### config.mk
export PLATFORM = sky130hd
export DESIGN_NAME = color_threshold_centroid
export DESIGN_NICKNAME = d
export VERILOG_FILES = /design/src/rtl/ctc_pkg.sv /design/src/rtl/ctc_queue.sv /design/src/rtl/ctc_front.sv /design/src/rtl/ctc_div.sv /design/src/rtl/ctc_back.sv /design/src/rtl/color_threshold_centroid.sv
export SDC_FILE = /design/constraint.sdc
export NUM_CORES = 1
export LEC_CHECK = 0
export BUFFER_PORTS_ARGS = -buffer_cell sky130_fd_sc_hd__buf_2
export CAP_MARGIN = 20
export CELL_PAD_IN_SITES_DETAIL_PLACEMENT = 0
export CELL_PAD_IN_SITES_GLOBAL_PLACEMENT = 1
export CORE_MARGIN = 4
export CORE_UTILIZATION = 52
export CTS_CLUSTER_SIZE = 8
export DETAILED_ROUTE_END_ITERATION = 10
export PLACE_DENSITY = 0.86
export SYNTH_ARGS = -nofsm -noshare
export SYNTH_HDL_FRONTEND = slang
export SYNTH_HIERARCHICAL = 1
export SYNTH_SLANG_ARGS = --single-unit
### constraint.sdc
create_clock -name clk_i -period 10.56 [get_ports clk_i]
set_clock_uncertainty 0.2 [all_clocks]
set_input_delay 0 -clock clk_i [delete_from_list [all_inputs] [get_ports clk_i]]
set_output_delay 0 -clock clk_i [all_outputs]
set_load 0.1 [all_outputs]
### src/rtl/ctc_pkg.sv
`timescale 1ns / 1ps
// ----------------------------------------------------------------------------
// ctc_pkg: shared types and constants for the color threshold centroid block
// Register indexes, reset values, the per-word classification record and the
// back-end state type.
// ----------------------------------------------------------------------------
package ctc_pkg;

  // Configuration port
  localparam int CFG_IDX_W  = 3;
  localparam int CFG_DATA_W = 12;

  typedef enum logic [CFG_IDX_W-1:0] {
    CFG_LUMA_FLOOR   = 3'd0,
    CFG_LUMA_CEILING = 3'd1,
    CFG_CHROMA_FLOOR = 3'd2,
    CFG_DEBUG_ENABLE = 3'd3,
    CFG_FRAME_WIDTH  = 3'd4,
    CFG_FRAME_HEIGHT = 3'd5
  } cfg_idx_e;

  // Register reset values
  localparam logic [7:0]  LUMA_FLOOR_RST   = 8'd0;
  localparam logic [7:0]  LUMA_CEILING_RST = 8'd100;
  localparam logic [7:0]  CHROMA_FLOOR_RST = 8'd160;
  localparam logic        DEBUG_RST        = 1'b0;
  localparam logic [11:0] FRAME_WIDTH_RST  = 12'd1920;
  localparam logic [11:0] FRAME_HEIGHT_RST = 12'd1080;

  // Pixel and result field widths
  localparam int          PIX_W     = 16;
  localparam int          CENT_W    = 11;
  localparam int          CNT_OUT_W = 22;
  localparam logic [15:0] MISS_WORD = 16'h00FF;

  // One classified word as it travels from front end to back end
  typedef struct packed {
    logic [PIX_W-1:0] first_word;
    logic [PIX_W-1:0] second_word;
    logic             debug;
    logic             hit;
    logic             done;
  } pix_t;

  typedef enum logic {
    BK_IDLE = 1'b0,
    BK_DIV  = 1'b1
  } back_state_e;

endpackage

### src/rtl/ctc_queue.sv
`timescale 1ns / 1ps
// ----------------------------------------------------------------------------
// ctc_queue: two-entry queue between front end and back end
// Lets the front end keep accepting words while the back end waits on the
// output or on the frame-end divide.
// ----------------------------------------------------------------------------
module ctc_queue #(
  parameter int DATA_W = 64
) (
  input  logic              clk_i,
  input  logic              rst_ni,
  input  logic              push_i,
  input  logic [DATA_W-1:0] data_i,
  output logic              full_o,
  output logic              valid_o,
  output logic [DATA_W-1:0] data_o,
  input  logic              pop_i
);

  logic [DATA_W-1:0] mem_q [2];
  logic              wr_ptr_q, wr_ptr_d;
  logic              rd_ptr_q, rd_ptr_d;
  logic [1:0]        count_q, count_d;

  assign full_o  = (count_q == 2'd2);
  assign valid_o = (count_q != 2'd0);
  assign data_o  = mem_q[rd_ptr_q];

  // pointer and fill count update
  always_comb begin
    wr_ptr_d = push_i ? ~wr_ptr_q : wr_ptr_q;
    rd_ptr_d = pop_i ? ~rd_ptr_q : rd_ptr_q;
    count_d  = count_q;
    if (push_i && !pop_i) begin
      count_d = count_q + 2'd1;
    end else if (pop_i && !push_i) begin
      count_d = count_q - 2'd1;
    end
  end

  always_ff @(posedge clk_i or negedge rst_ni) begin
    if (!rst_ni) begin
      wr_ptr_q <= 1'b0;
      rd_ptr_q <= 1'b0;
      count_q  <= 2'd0;
    end else begin
      wr_ptr_q <= wr_ptr_d;
      rd_ptr_q <= rd_ptr_d;
      count_q  <= count_d;
    end
  end

  // storage
  always_ff @(posedge clk_i) begin
    if (push_i) begin
      mem_q[wr_ptr_q] <= data_i;
    end
  end

endmodule

### src/rtl/ctc_front.sv
`timescale 1ns / 1ps
// ----------------------------------------------------------------------------
// ctc_front: configuration registers, pixel classification and frame totals
// Takes one pixel pair per cycle while the queue has room, tracks column and
// row, sums the matched column, row and count, and pushes one record per word.
// ----------------------------------------------------------------------------
module ctc_front #(
  parameter int MAX_WIDTH  = 2048,
  parameter int MAX_HEIGHT = 2048,
  parameter int CW         = 11,
  parameter int RW         = 11,
  parameter int HW         = 22,
  parameter int XW         = 33,
  parameter int YW         = 33
) (
  input  logic                                 clk_i,
  input  logic                                 rst_ni,
  // configuration
  input  logic                                 cfg_we_i,
  input  logic [ctc_pkg::CFG_IDX_W-1:0]        cfg_index_i,
  input  logic [ctc_pkg::CFG_DATA_W-1:0]       cfg_wdata_i,
  // input words
  input  logic                                 in_valid_i,
  output logic                                 in_ready_o,
  input  logic [ctc_pkg::PIX_W-1:0]            first_word_i,
  input  logic [ctc_pkg::PIX_W-1:0]            second_word_i,
  // queue side
  input  logic                                 q_full_i,
  output logic                                 q_push_o,
  output ctc_pkg::pix_t                        q_pix_o,
  output logic [XW-1:0]                        q_xsum_o,
  output logic [YW-1:0]                        q_ysum_o,
  output logic [HW-1:0]                        q_hits_o
);

  // comparison widths hold both the 12-bit register and the maximum size
  localparam int EW = (CW + 1 > 12) ? CW + 1 : 12;
  localparam int GW = (RW + 1 > 12) ? RW + 1 : 12;
  localparam logic [EW-1:0] W_MAX = EW'(MAX_WIDTH - (MAX_WIDTH % 2));
  localparam logic [GW-1:0] H_MAX = GW'(MAX_HEIGHT);

  // configuration registers
  logic [7:0]  luma_floor_q;
  logic [7:0]  luma_ceiling_q;
  logic [7:0]  chroma_floor_q;
  logic        debug_q;
  logic [11:0] frame_width_q;
  logic [11:0] frame_height_q;

  // frame state
  logic [CW-1:0] column_q, column_d;
  logic [RW-1:0] row_q, row_d;
  logic [XW-1:0] xsum_q, xsum_d;
  logic [YW-1:0] ysum_q, ysum_d;
  logic [HW-1:0] hits_q, hits_d;

  logic [EW-1:0] width_even;
  logic [EW-1:0] eff_width;
  logic [GW-1:0] height_ext;
  logic [GW-1:0] eff_height;
  logic [7:0]    luma;
  logic [7:0]    chroma;
  logic          hit;
  logic          row_end;
  logic          done;
  logic          push;
  logic [XW-1:0] xsum_new;
  logic [YW-1:0] ysum_new;
  logic [HW-1:0] hits_new;

  // register writes
  always_ff @(posedge clk_i or negedge rst_ni) begin
    if (!rst_ni) begin
      luma_floor_q   <= ctc_pkg::LUMA_FLOOR_RST;
      luma_ceiling_q <= ctc_pkg::LUMA_CEILING_RST;
      chroma_floor_q <= ctc_pkg::CHROMA_FLOOR_RST;
      debug_q        <= ctc_pkg::DEBUG_RST;
      frame_width_q  <= ctc_pkg::FRAME_WIDTH_RST;
      frame_height_q <= ctc_pkg::FRAME_HEIGHT_RST;
    end else if (cfg_we_i) begin
      unique case (ctc_pkg::cfg_idx_e'(cfg_index_i))
        ctc_pkg::CFG_LUMA_FLOOR:   luma_floor_q   <= cfg_wdata_i[7:0];
        ctc_pkg::CFG_LUMA_CEILING: luma_ceiling_q <= cfg_wdata_i[7:0];
        ctc_pkg::CFG_CHROMA_FLOOR: chroma_floor_q <= cfg_wdata_i[7:0];
        ctc_pkg::CFG_DEBUG_ENABLE: debug_q        <= cfg_wdata_i[0];
        ctc_pkg::CFG_FRAME_WIDTH:  frame_width_q  <= cfg_wdata_i;
        ctc_pkg::CFG_FRAME_HEIGHT: frame_height_q <= cfg_wdata_i;
        default: ;
      endcase
    end
  end

  // effective frame size: even width clamped to [2, max], height to [1, max]
  always_comb begin
    width_even = EW'({frame_width_q[11:1], 1'b0});
    if (width_even < EW'(2)) begin
      eff_width = EW'(2);
    end else if (width_even > W_MAX) begin
      eff_width = W_MAX;
    end else begin
      eff_width = width_even;
    end
    height_ext = GW'(frame_height_q);
    if (height_ext == '0) begin
      eff_height = GW'(1);
    end else if (height_ext > H_MAX) begin
      eff_height = H_MAX;
    end else begin
      eff_height = height_ext;
    end
  end

  // classify the pair and find row and frame ends
  assign luma    = first_word_i[7:0];
  assign chroma  = second_word_i[15:8];
  assign hit     = (luma > luma_floor_q) && (luma < luma_ceiling_q) &&
                   (chroma > chroma_floor_q);
  assign row_end = ((EW + 1)'(column_q) + (EW + 1)'(2)) >= (EW + 1)'(eff_width);
  assign done    = row_end && (((GW + 1)'(row_q) + (GW + 1)'(1)) >= (GW + 1)'(eff_height));

  assign in_ready_o = !q_full_i;
  assign push       = in_valid_i && !q_full_i;

  // totals including this pair
  assign xsum_new = hit ? xsum_q + XW'(column_q) : xsum_q;
  assign ysum_new = hit ? ysum_q + YW'(row_q) : ysum_q;
  assign hits_new = hit ? hits_q + HW'(1) : hits_q;

  // position and total update
  always_comb begin
    column_d = column_q;
    row_d    = row_q;
    xsum_d   = xsum_q;
    ysum_d   = ysum_q;
    hits_d   = hits_q;
    if (push) begin
      priority if (done) begin
        column_d = '0;
        row_d    = '0;
        xsum_d   = '0;
        ysum_d   = '0;
        hits_d   = '0;
      end else if (row_end) begin
        column_d = '0;
        row_d    = RW'(row_q + RW'(1));
        xsum_d   = xsum_new;
        ysum_d   = ysum_new;
        hits_d   = hits_new;
      end else begin
        column_d = CW'(column_q + CW'(2));
        xsum_d   = xsum_new;
        ysum_d   = ysum_new;
        hits_d   = hits_new;
      end
    end
  end

  always_ff @(posedge clk_i or negedge rst_ni) begin
    if (!rst_ni) begin
      column_q <= '0;
      row_q    <= '0;
      xsum_q   <= '0;
      ysum_q   <= '0;
      hits_q   <= '0;
    end else begin
      column_q <= column_d;
      row_q    <= row_d;
      xsum_q   <= xsum_d;
      ysum_q   <= ysum_d;
      hits_q   <= hits_d;
    end
  end

  // record for the back end
  assign q_push_o            = push;
  assign q_pix_o.first_word  = first_word_i;
  assign q_pix_o.second_word = second_word_i;
  assign q_pix_o.debug       = debug_q;
  assign q_pix_o.hit         = hit;
  assign q_pix_o.done        = done;
  assign q_xsum_o            = xsum_new;
  assign q_ysum_o            = ysum_new;
  assign q_hits_o            = hits_new;

endmodule

### src/rtl/ctc_div.sv
`timescale 1ns / 1ps
// ----------------------------------------------------------------------------
// ctc_div: restoring unsigned divider, one quotient bit per cycle
// busy_o drops when the quotient is ready.
// ----------------------------------------------------------------------------
module ctc_div #(
  parameter int NUM_W = 33,
  parameter int DEN_W = 22
) (
  input  logic             clk_i,
  input  logic             rst_ni,
  input  logic             start_i,
  input  logic [NUM_W-1:0] num_i,
  input  logic [DEN_W-1:0] den_i,
  output logic             busy_o,
  output logic [NUM_W-1:0] quot_o
);

  localparam int CNT_W = $clog2(NUM_W + 1);

  logic             busy_q;
  logic [CNT_W-1:0] cnt_q;
  logic [DEN_W-1:0] rem_q, rem_d;
  logic [NUM_W-1:0] quot_q, quot_d;
  logic [DEN_W-1:0] den_q;
  logic [DEN_W:0]   trial;
  logic [DEN_W:0]   diff;
  logic             fits;

  // one shift-subtract step
  assign trial = {rem_q, quot_q[NUM_W-1]};
  assign diff  = trial - {1'b0, den_q};
  assign fits  = trial >= {1'b0, den_q};

  always_comb begin
    rem_d  = fits ? diff[DEN_W-1:0] : trial[DEN_W-1:0];
    quot_d = {quot_q[NUM_W-2:0], fits};
  end

  // iteration control
  always_ff @(posedge clk_i or negedge rst_ni) begin
    if (!rst_ni) begin
      busy_q <= 1'b0;
      cnt_q  <= '0;
    end else if (start_i) begin
      busy_q <= 1'b1;
      cnt_q  <= CNT_W'(NUM_W);
    end else if (busy_q) begin
      cnt_q <= cnt_q - CNT_W'(1);
      if (cnt_q == CNT_W'(1)) begin
        busy_q <= 1'b0;
      end
    end
  end

  // datapath
  always_ff @(posedge clk_i) begin
    if (start_i) begin
      rem_q  <= '0;
      quot_q <= num_i;
      den_q  <= den_i;
    end else if (busy_q) begin
      rem_q  <= rem_d;
      quot_q <= quot_d;
    end
  end

  assign busy_o = busy_q;
  assign quot_o = quot_q;

endmodule

### src/rtl/ctc_back.sv
`timescale 1ns / 1ps
// ----------------------------------------------------------------------------
// ctc_back: result formatting, frame-end divide and output register
// Turns each queued record into one output word; on a frame end with matches
// it runs both centroid divides before the word goes out.
// ----------------------------------------------------------------------------
module ctc_back #(
  parameter int HW = 22,
  parameter int XW = 33,
  parameter int YW = 33
) (
  input  logic                               clk_i,
  input  logic                               rst_ni,
  // queue side
  input  logic                               q_valid_i,
  input  ctc_pkg::pix_t                      q_pix_i,
  input  logic [XW-1:0]                      q_xsum_i,
  input  logic [YW-1:0]                      q_ysum_i,
  input  logic [HW-1:0]                      q_hits_i,
  output logic                               q_pop_o,
  // output words
  output logic                               out_valid_o,
  input  logic                               out_ready_i,
  output logic [ctc_pkg::PIX_W-1:0]          out_first_o,
  output logic [ctc_pkg::PIX_W-1:0]          out_second_o,
  output logic                               write_valid_o,
  output logic                               pair_matched_o,
  output logic                               frame_done_o,
  output logic [ctc_pkg::CENT_W-1:0]         centroid_x_o,
  output logic [ctc_pkg::CENT_W-1:0]         centroid_y_o,
  output logic [ctc_pkg::CNT_OUT_W-1:0]      match_count_o
);

  ctc_pkg::back_state_e state_q, state_d;

  logic          slot_free;
  logic          div_start;
  logic          load_direct;
  logic          load_div;
  logic          out_valid_q, out_valid_d;
  logic          x_busy, y_busy;
  logic [XW-1:0] x_quot;
  logic [YW-1:0] y_quot;
  ctc_pkg::pix_t held_pix_q;
  logic [HW-1:0] held_hits_q;
  ctc_pkg::pix_t src;

  logic [ctc_pkg::PIX_W-1:0]     first_q, second_q;
  logic                          wvalid_q, matched_q, done_q;
  logic [ctc_pkg::CENT_W-1:0]    cx_q, cy_q;
  logic [ctc_pkg::CNT_OUT_W-1:0] count_q;

  // centroid dividers, run side by side
  ctc_div #(
    .NUM_W (XW),
    .DEN_W (HW)
  ) u_div_x (
    .clk_i   (clk_i),
    .rst_ni  (rst_ni),
    .start_i (div_start),
    .num_i   (q_xsum_i),
    .den_i   (q_hits_i),
    .busy_o  (x_busy),
    .quot_o  (x_quot)
  );

  ctc_div #(
    .NUM_W (YW),
    .DEN_W (HW)
  ) u_div_y (
    .clk_i   (clk_i),
    .rst_ni  (rst_ni),
    .start_i (div_start),
    .num_i   (q_ysum_i),
    .den_i   (q_hits_i),
    .busy_o  (y_busy),
    .quot_o  (y_quot)
  );

  assign slot_free = !out_valid_q || out_ready_i;

  // sequencer
  always_comb begin
    state_d     = state_q;
    q_pop_o     = 1'b0;
    div_start   = 1'b0;
    load_direct = 1'b0;
    load_div    = 1'b0;
    unique case (state_q)
      ctc_pkg::BK_IDLE: begin
        if (q_valid_i && slot_free) begin
          q_pop_o = 1'b1;
          if (q_pix_i.done && (q_hits_i != '0)) begin
            div_start = 1'b1;
            state_d   = ctc_pkg::BK_DIV;
          end else begin
            load_direct = 1'b1;
          end
        end
      end
      ctc_pkg::BK_DIV: begin
        if (!x_busy && !y_busy && slot_free) begin
          load_div = 1'b1;
          state_d  = ctc_pkg::BK_IDLE;
        end
      end
      default: state_d = ctc_pkg::BK_IDLE;
    endcase
  end

  always_comb begin
    if (load_direct || load_div) begin
      out_valid_d = 1'b1;
    end else if (out_ready_i) begin
      out_valid_d = 1'b0;
    end else begin
      out_valid_d = out_valid_q;
    end
  end

  always_ff @(posedge clk_i or negedge rst_ni) begin
    if (!rst_ni) begin
      state_q     <= ctc_pkg::BK_IDLE;
      out_valid_q <= 1'b0;
    end else begin
      state_q     <= state_d;
      out_valid_q <= out_valid_d;
    end
  end

  // frame-end record held while dividing
  always_ff @(posedge clk_i) begin
    if (div_start) begin
      held_pix_q  <= q_pix_i;
      held_hits_q <= q_hits_i;
    end
  end

  assign src = load_div ? held_pix_q : q_pix_i;

  // output register
  always_ff @(posedge clk_i) begin
    if (load_direct || load_div) begin
      first_q   <= src.debug ? (src.hit ? src.first_word : ctc_pkg::MISS_WORD) : '0;
      second_q  <= src.debug ? (src.hit ? src.second_word : ctc_pkg::MISS_WORD) : '0;
      wvalid_q  <= src.debug;
      matched_q <= src.hit;
      done_q    <= src.done;
      cx_q      <= load_div ? ctc_pkg::CENT_W'(x_quot) : '0;
      cy_q      <= load_div ? ctc_pkg::CENT_W'(y_quot) : '0;
      count_q   <= load_div ? ctc_pkg::CNT_OUT_W'(held_hits_q) : '0;
    end
  end

  assign out_valid_o    = out_valid_q;
  assign out_first_o    = first_q;
  assign out_second_o   = second_q;
  assign write_valid_o  = wvalid_q;
  assign pair_matched_o = matched_q;
  assign frame_done_o   = done_q;
  assign centroid_x_o   = cx_q;
  assign centroid_y_o   = cy_q;
  assign match_count_o  = count_q;

endmodule

### src/rtl/color_threshold_centroid.sv
`timescale 1ns / 1ps
// ----------------------------------------------------------------------------
// color_threshold_centroid: color threshold match and blob centroid per frame
// Path: a word's record passes through the two-entry queue to the output register.
// Throughput: one pixel pair per cycle while the two-entry queue has room.
// Frame end with matches: the output word waits for the serial divide.
// Reset: async active low; registers take their defaults, totals clear.
// ----------------------------------------------------------------------------
module color_threshold_centroid #(
  parameter int MAX_WIDTH  = 2048,
  parameter int MAX_HEIGHT = 2048
) (
  input  logic                               clk_i,
  input  logic                               rst_ni,
  // configuration
  input  logic                               cfg_we_i,
  input  logic [ctc_pkg::CFG_IDX_W-1:0]      cfg_index_i,
  input  logic [ctc_pkg::CFG_DATA_W-1:0]     cfg_wdata_i,
  // input words
  input  logic                               in_valid_i,
  output logic                               in_ready_o,
  input  logic [ctc_pkg::PIX_W-1:0]          first_word_i,
  input  logic [ctc_pkg::PIX_W-1:0]          second_word_i,
  // output words
  output logic                               out_valid_o,
  input  logic                               out_ready_i,
  output logic [ctc_pkg::PIX_W-1:0]          out_first_o,
  output logic [ctc_pkg::PIX_W-1:0]          out_second_o,
  output logic                               write_valid_o,
  output logic                               pair_matched_o,
  output logic                               frame_done_o,
  output logic [ctc_pkg::CENT_W-1:0]         centroid_x_o,
  output logic [ctc_pkg::CENT_W-1:0]         centroid_y_o,
  output logic [ctc_pkg::CNT_OUT_W-1:0]      match_count_o
);

  // position, count and total widths
  localparam int CW    = $clog2(MAX_WIDTH);
  localparam int RW    = (MAX_HEIGHT > 1) ? $clog2(MAX_HEIGHT) : 1;
  localparam int HW    = $clog2((MAX_WIDTH / 2) * MAX_HEIGHT + 1);
  localparam int XW    = CW + HW;
  localparam int YW    = RW + HW;
  localparam int PIX_T = $bits(ctc_pkg::pix_t);
  localparam int ENT_W = PIX_T + HW + YW + XW;

  logic               q_full;
  logic               q_push;
  logic               q_valid;
  logic               q_pop;
  ctc_pkg::pix_t      f_pix;
  logic [XW-1:0]      f_xsum;
  logic [YW-1:0]      f_ysum;
  logic [HW-1:0]      f_hits;
  logic [ENT_W-1:0]   q_wdata;
  logic [ENT_W-1:0]   q_rdata;
  ctc_pkg::pix_t      b_pix;
  logic [XW-1:0]      b_xsum;
  logic [YW-1:0]      b_ysum;
  logic [HW-1:0]      b_hits;

  ctc_front #(
    .MAX_WIDTH  (MAX_WIDTH),
    .MAX_HEIGHT (MAX_HEIGHT),
    .CW         (CW),
    .RW         (RW),
    .HW         (HW),
    .XW         (XW),
    .YW         (YW)
  ) u_front (
    .clk_i         (clk_i),
    .rst_ni        (rst_ni),
    .cfg_we_i      (cfg_we_i),
    .cfg_index_i   (cfg_index_i),
    .cfg_wdata_i   (cfg_wdata_i),
    .in_valid_i    (in_valid_i),
    .in_ready_o    (in_ready_o),
    .first_word_i  (first_word_i),
    .second_word_i (second_word_i),
    .q_full_i      (q_full),
    .q_push_o      (q_push),
    .q_pix_o       (f_pix),
    .q_xsum_o      (f_xsum),
    .q_ysum_o      (f_ysum),
    .q_hits_o      (f_hits)
  );

  // pack and unpack queue records
  assign q_wdata = {f_pix, f_hits, f_ysum, f_xsum};
  assign b_pix   = ctc_pkg::pix_t'(q_rdata[ENT_W-1 -: PIX_T]);
  assign b_hits  = q_rdata[XW+YW +: HW];
  assign b_ysum  = q_rdata[XW +: YW];
  assign b_xsum  = q_rdata[XW-1:0];

  ctc_queue #(
    .DATA_W (ENT_W)
  ) u_queue (
    .clk_i   (clk_i),
    .rst_ni  (rst_ni),
    .push_i  (q_push),
    .data_i  (q_wdata),
    .full_o  (q_full),
    .valid_o (q_valid),
    .data_o  (q_rdata),
    .pop_i   (q_pop)
  );

  ctc_back #(
    .HW (HW),
    .XW (XW),
    .YW (YW)
  ) u_back (
    .clk_i          (clk_i),
    .rst_ni         (rst_ni),
    .q_valid_i      (q_valid),
    .q_pix_i        (b_pix),
    .q_xsum_i       (b_xsum),
    .q_ysum_i       (b_ysum),
    .q_hits_i       (b_hits),
    .q_pop_o        (q_pop),
    .out_valid_o    (out_valid_o),
    .out_ready_i    (out_ready_i),
    .out_first_o    (out_first_o),
    .out_second_o   (out_second_o),
    .write_valid_o  (write_valid_o),
    .pair_matched_o (pair_matched_o),
    .frame_done_o   (frame_done_o),
    .centroid_x_o   (centroid_x_o),
    .centroid_y_o   (centroid_y_o),
    .match_count_o  (match_count_o)
  );

`ifndef SYNTHESIS
  // frame results are zero on words that do not end a frame
  a_mid_frame_zero: assert property (@(posedge clk_i) disable iff (!rst_ni)
    out_valid_o && !frame_done_o |->
      centroid_x_o == '0 && centroid_y_o == '0 && match_count_o == '0)
    else $error("frame results nonzero before frame end");

  // no matches gives a 0,0 centroid
  a_empty_frame: assert property (@(posedge clk_i) disable iff (!rst_ni)
    out_valid_o && frame_done_o && match_count_o == '0 |->
      centroid_x_o == '0 && centroid_y_o == '0)
    else $error("centroid nonzero with no matches");

  // pixel outputs are zero with debug off, the miss word on a miss with debug on
  a_pixel_mask: assert property (@(posedge clk_i) disable iff (!rst_ni)
    out_valid_o && (!write_valid_o || !pair_matched_o) |->
      (!write_valid_o && out_first_o == '0 && out_second_o == '0) ||
      (write_valid_o && out_first_o == ctc_pkg::MISS_WORD &&
       out_second_o == ctc_pkg::MISS_WORD))
    else $error("pixel output not masked");

  // a matched word never reports zero matches at frame end
  a_match_counted: assert property (@(posedge clk_i) disable iff (!rst_ni)
    out_valid_o && frame_done_o && pair_matched_o |-> match_count_o != '0)
    else $error("matched frame end reports no matches");
`endif

endmodule
==> impl_metrics.json <==
{
  "fillers": 4971,
  "regArea_mm2": 0.0201,
  "relSlewSlack_pct": 28.1,
  "dieArea_mm2": 0.0702,
  "crit_type": "reg2reg",
  "cp-end-kind": "flop",
  "power_density_mw_per_mm2": 293,
  "maxCapViolCount": 0,
  "setup_viol_count_final": 0,
  "start_util_pct": 52.9,
  "drive_above_1_share_pct": 18.4,
  "worstPathRequired_ns": 10.87,
  "clock_sinks": 713,
  "synth_edf_count": 492,
  "grt_pass1_wl_mm": 123,
  "drtAntennaViolNets": 0,
  "crit_slowest_cell": "o21ai_0",
  "dr.pass1.iters": 7,
  "hp-class": "in2reg",
  "status": "completed",
  "cpLargestDelayFamily": "simple AND/OR/NAND/NOR gates",
  "antenna_found_initial": 2,
  "clk_pin_slew_ns": 0.05,
  "numCtsBuffers": 99,
  "die_w_um": 265,
  "grt_max_degree": 139,
  "detail_route.wl_per_cell_um": 19.8,
  "async_flop_share_pct": 24.8,
  "avgSynthCellArea_um2": 12.4,
  "yosys.cell_types.count": 95,
  "peakVddDrop_mv": 0.146,
  "yosys_warnings": 6,
  "vias": 22700,
  "h-tree-depth": 3,
  "diodes": 0,
  "period_minus_slack_ns": 5.02,
  "hold_viol_final": 0,
  "cts_buffer_depth": 3,
  "core_area_mm2": 0.0649,
  "drcViolationCount": 0,
  "timing.final.crit_share_pct": 47.5,
  "hold_ws_ns": 0.0354,
  "synth.net_count": 2943,
  "power.leakage_nw": 15.5,
  "rsz0062_at_grt": "no",
  "crit_arrival_ns": 5.33,
  "gr-total-overflow": 0,
  "grtUsageMet1_pct": 30.5,
  "place_congestion": 0.836,
  "dp_hpwl_mm": 48.8,
  "vias_per_cell": 5.82,
  "crit_fanout": 47,
  "drv_slew": 0,
  "area_delta_synth_final_pct": 14.8,
  "max_freq_mhz": 199,
  "cts_tree": "built",
  "ys_seq_elements": 713,
  "synth_area_mm2": 0.0343,
  "use_met3_pct": 3.83,
  "port_buffers": 132,
  "busiest_layer": "met2",
  "multi_input_area_mm2": 0.0130,
  "tightest_slew_ns": 1.06,
  "io_pins": 133,
  "grtUsageTotal_pct": 21.6,
  "worstSkewPairLatency_ns": 0.66,
  "dieHeight_um": 265,
  "setup_tns_ns": 0,
  "yosys_most_used_dff": "edfxtp_1",
  "slowest_delay_ns": 0.77,
  "grt_pass1_vias": 22300,
  "met2_usage_pct": 35.1,
  "nNetsFinal": 3137,
  "root_buffer": "clkbuf_16",
  "timing.critical_path.buf_inv": 3,
  "yosysSeqAreaShare_pct": 58.5,
  "cp-start-kind": "flop",
  "syn_inst": 2769,
  "rows": 93,
  "wl_mm": 77.4,
  "worstPathCellList": "and3_1, nand3_1, nor2_1, xor2_1, ha_1, nand2_1, nor3_1, a21oi_1, o21ai_0, nand2_1, buf_4, inv_2, nor2_1, buf_4, a32o_1",
  "drtIter0Drc": 2068
}
## flip-flops by register name, indices dropped and copies added, names as in the netlist, 16 cells and up
signal / cells
u_queue/mem_q: 246
u_back/held_pix_q: 35
u_back/u_div_x/quot_o: 33
u_back/u_div_y/quot_o: 33
u_front/xsum_q: 33
u_front/ysum_q: 33
u_back/held_hits_q: 22
u_back/match_count_o: 22
u_back/u_div_x/den_q: 22
u_back/u_div_x/rem_q: 22
u_back/u_div_y/den_q: 22
u_back/u_div_y/rem_q: 22
u_front/hits_q: 22
u_back/out_first_o: 16
u_back/out_second_o: 16
## path summary, 6_finish.rpt
path                                               startpoint  slack [ns]  depth (start not counted)                               endpoint
worst max-delay path             u_front/row_q[1]$_DFFE_PN0P_        5.54                         15          u_front/ysum_q[9]$_DFFE_PN0P_
worst min-delay path                           cfg_wdata_i[6]        0.04                          4  u_front/luma_ceiling_q[6]$_DFFE_PN1P_
worst max register to register   u_front/row_q[1]$_DFFE_PN0P_        5.54                         15          u_front/ysum_q[9]$_DFFE_PN0P_
worst min register to register  u_front/xsum_q[0]$_DFFE_PN0P_        0.28                          0          u_queue/mem_q[0][0]$_DFFE_PP_
max in group asynchronous                              rst_ni        8.14                          5           u_queue/rd_ptr_q$_DFFE_PN0P_
min in group asynchronous                              rst_ni        0.30                          3  u_front/luma_ceiling_q[2]$_DFFE_PN1P_
## metal layers
layer	vias up	part of all wire, %	wire [µm]
met5	-	0	0
met4	0	1.8	1390
met3	94	5.7	4400
met2	660	48	37400
met1	11400	44	34200
li1	10600	-	-
## final cells by class
class / instances / share of cell area, %
Sequential cell: 713 / 51.0
Multi-Input combinational cell: 1777 / 33.0
Clock buffer: 180 / 7.11
Timing Repair Buffer: 259 / 4.77
Tap cell: 855 / 2.71
Inverter: 113 / 1.08
Clock inverter: 7 / 0.400
## cells by family (layout without fill, tap and decap cells)
group           Yosys count  in the layout  synth area share (%)
mux                     236            236                  8.35
buf+inv                 279            559                  3.83
compound gates          543            543                  10.6
xor+xnor                143            143                  3.65
fa+ha+maj               122            122                  4.51
flops                   713            713                  58.5
simple gates            733            733                  10.5
## synthesized netlist by cell type, drive strengths merged (12+ instances only)
master / count / area [µm²]
edfxtp: 492 / 14800
nand2: 285 / 1070
mux2: 217 / 2680
dfrtp: 164 / 4100
o21ai: 154 / 775
nor2: 121 / 454
ha: 119 / 1490
inv: 111 / 417
a21oi: 98 / 490
clkbuf: 91 / 342
xnor2: 90 / 788
buf: 75 / 549
nand3: 65 / 325
and2: 62 / 388
o31ai: 57 / 433
xor2: 53 / 464
dfxtp: 44 / 881
a31oi: 43 / 269
and3: 32 / 200
nand4: 31 / 194
a21o: 29 / 220
a211oi: 24 / 185
nor3: 23 / 115
a22o: 22 / 193
nand2b: 22 / 138
nor2b: 21 / 139
mux2i: 19 / 190
nor4: 18 / 155
a311oi: 15 / 131
dfstp: 13 / 342
o311ai: 13 / 114
o211ai: 12 / 104
## worst register-to-register path: cells and delay by family (launching register included)
family	cells	cell delay, ns
AOI/OAI and AO/OA	3	1.12
xor gates and xnor gates	1	0.13
adders and majority gates	1	0.32
buffers and inverters	3	1.25
DFF	1	0.46
and+or+nand+nor	7	1.44
## metrics by stage
stage          utilization [%]  cells  worst slack, ns  cell area (µm²)  power, mW
2_1_floorplan                -   2769             2.48            34300       7.65
3_3_place_gp              54.7   3624             5.61            35500       8.40
3_5_place_dp              54.7   3624             5.57            35500       8.53
4_1_cts                   60.7   3903             5.53            39400       11.6
5_1_grt                   60.7   3904             4.93            39400       12.2
6_report                  60.7   3904             5.54            39400       11.6
## cells in the final DEF (no fill, tap or decap), types with 22 or more instances in the layout
| master | instances |
|---|---|
| edfxtp_1 | 492 |
| nand2_1 | 283 |
| dfrtp_1 | 163 |
| mux2_2 | 155 |
| o21ai_0 | 142 |
| buf_2 | 131 |
| nor2_1 | 120 |
| ha_1 | 119 |
| inv_1 | 109 |
| clkbuf_16 | 100 |
| a21oi_1 | 98 |
| dlygate4sd3_1 | 91 |
| xnor2_1 | 90 |
| clkbuf_1 | 80 |
| nand3_1 | 65 |
| mux2_4 | 62 |
| and2_1 | 60 |
| o31ai_1 | 56 |
| xor2_1 | 53 |
| dfxtp_1 | 44 |
| a31oi_1 | 43 |
| buf_4 | 33 |
| and3_1 | 32 |
| nand4_1 | 31 |
| a21o_1 | 27 |
| nor3_1 | 23 |
| a211oi_1 | 23 |
| nand2b_1 | 22 |
| a22o_1 | 22 |
## where the power goes
| part | internal (mW) | leakage [nW] | switching (mW) | total (mW) |
|---|---|---|---|---|
| Clock | 1.79 | 1.39 | 1.18 | 2.96 |
| Sequential | 4.00 | 7.33 | 0.400 | 4.40 |
| Combinational | 1.54 | 6.78 | 2.65 | 4.19 |
| Total | 7.33 | 15.5 | 4.22 | 11.6 |
## what timing repair did
| item | in CTS | in global routing |
|---|---|---|
| buffers inserted | 0 | 0 |
| resized for setup | 0 | 0 |
| setup endpoints to repair | 0 | 0 |
| endpoints found under the hold margin | 218 | 0 |
| hold buffers | 92 | 0 |
Power figures use the tool's default switching activity.
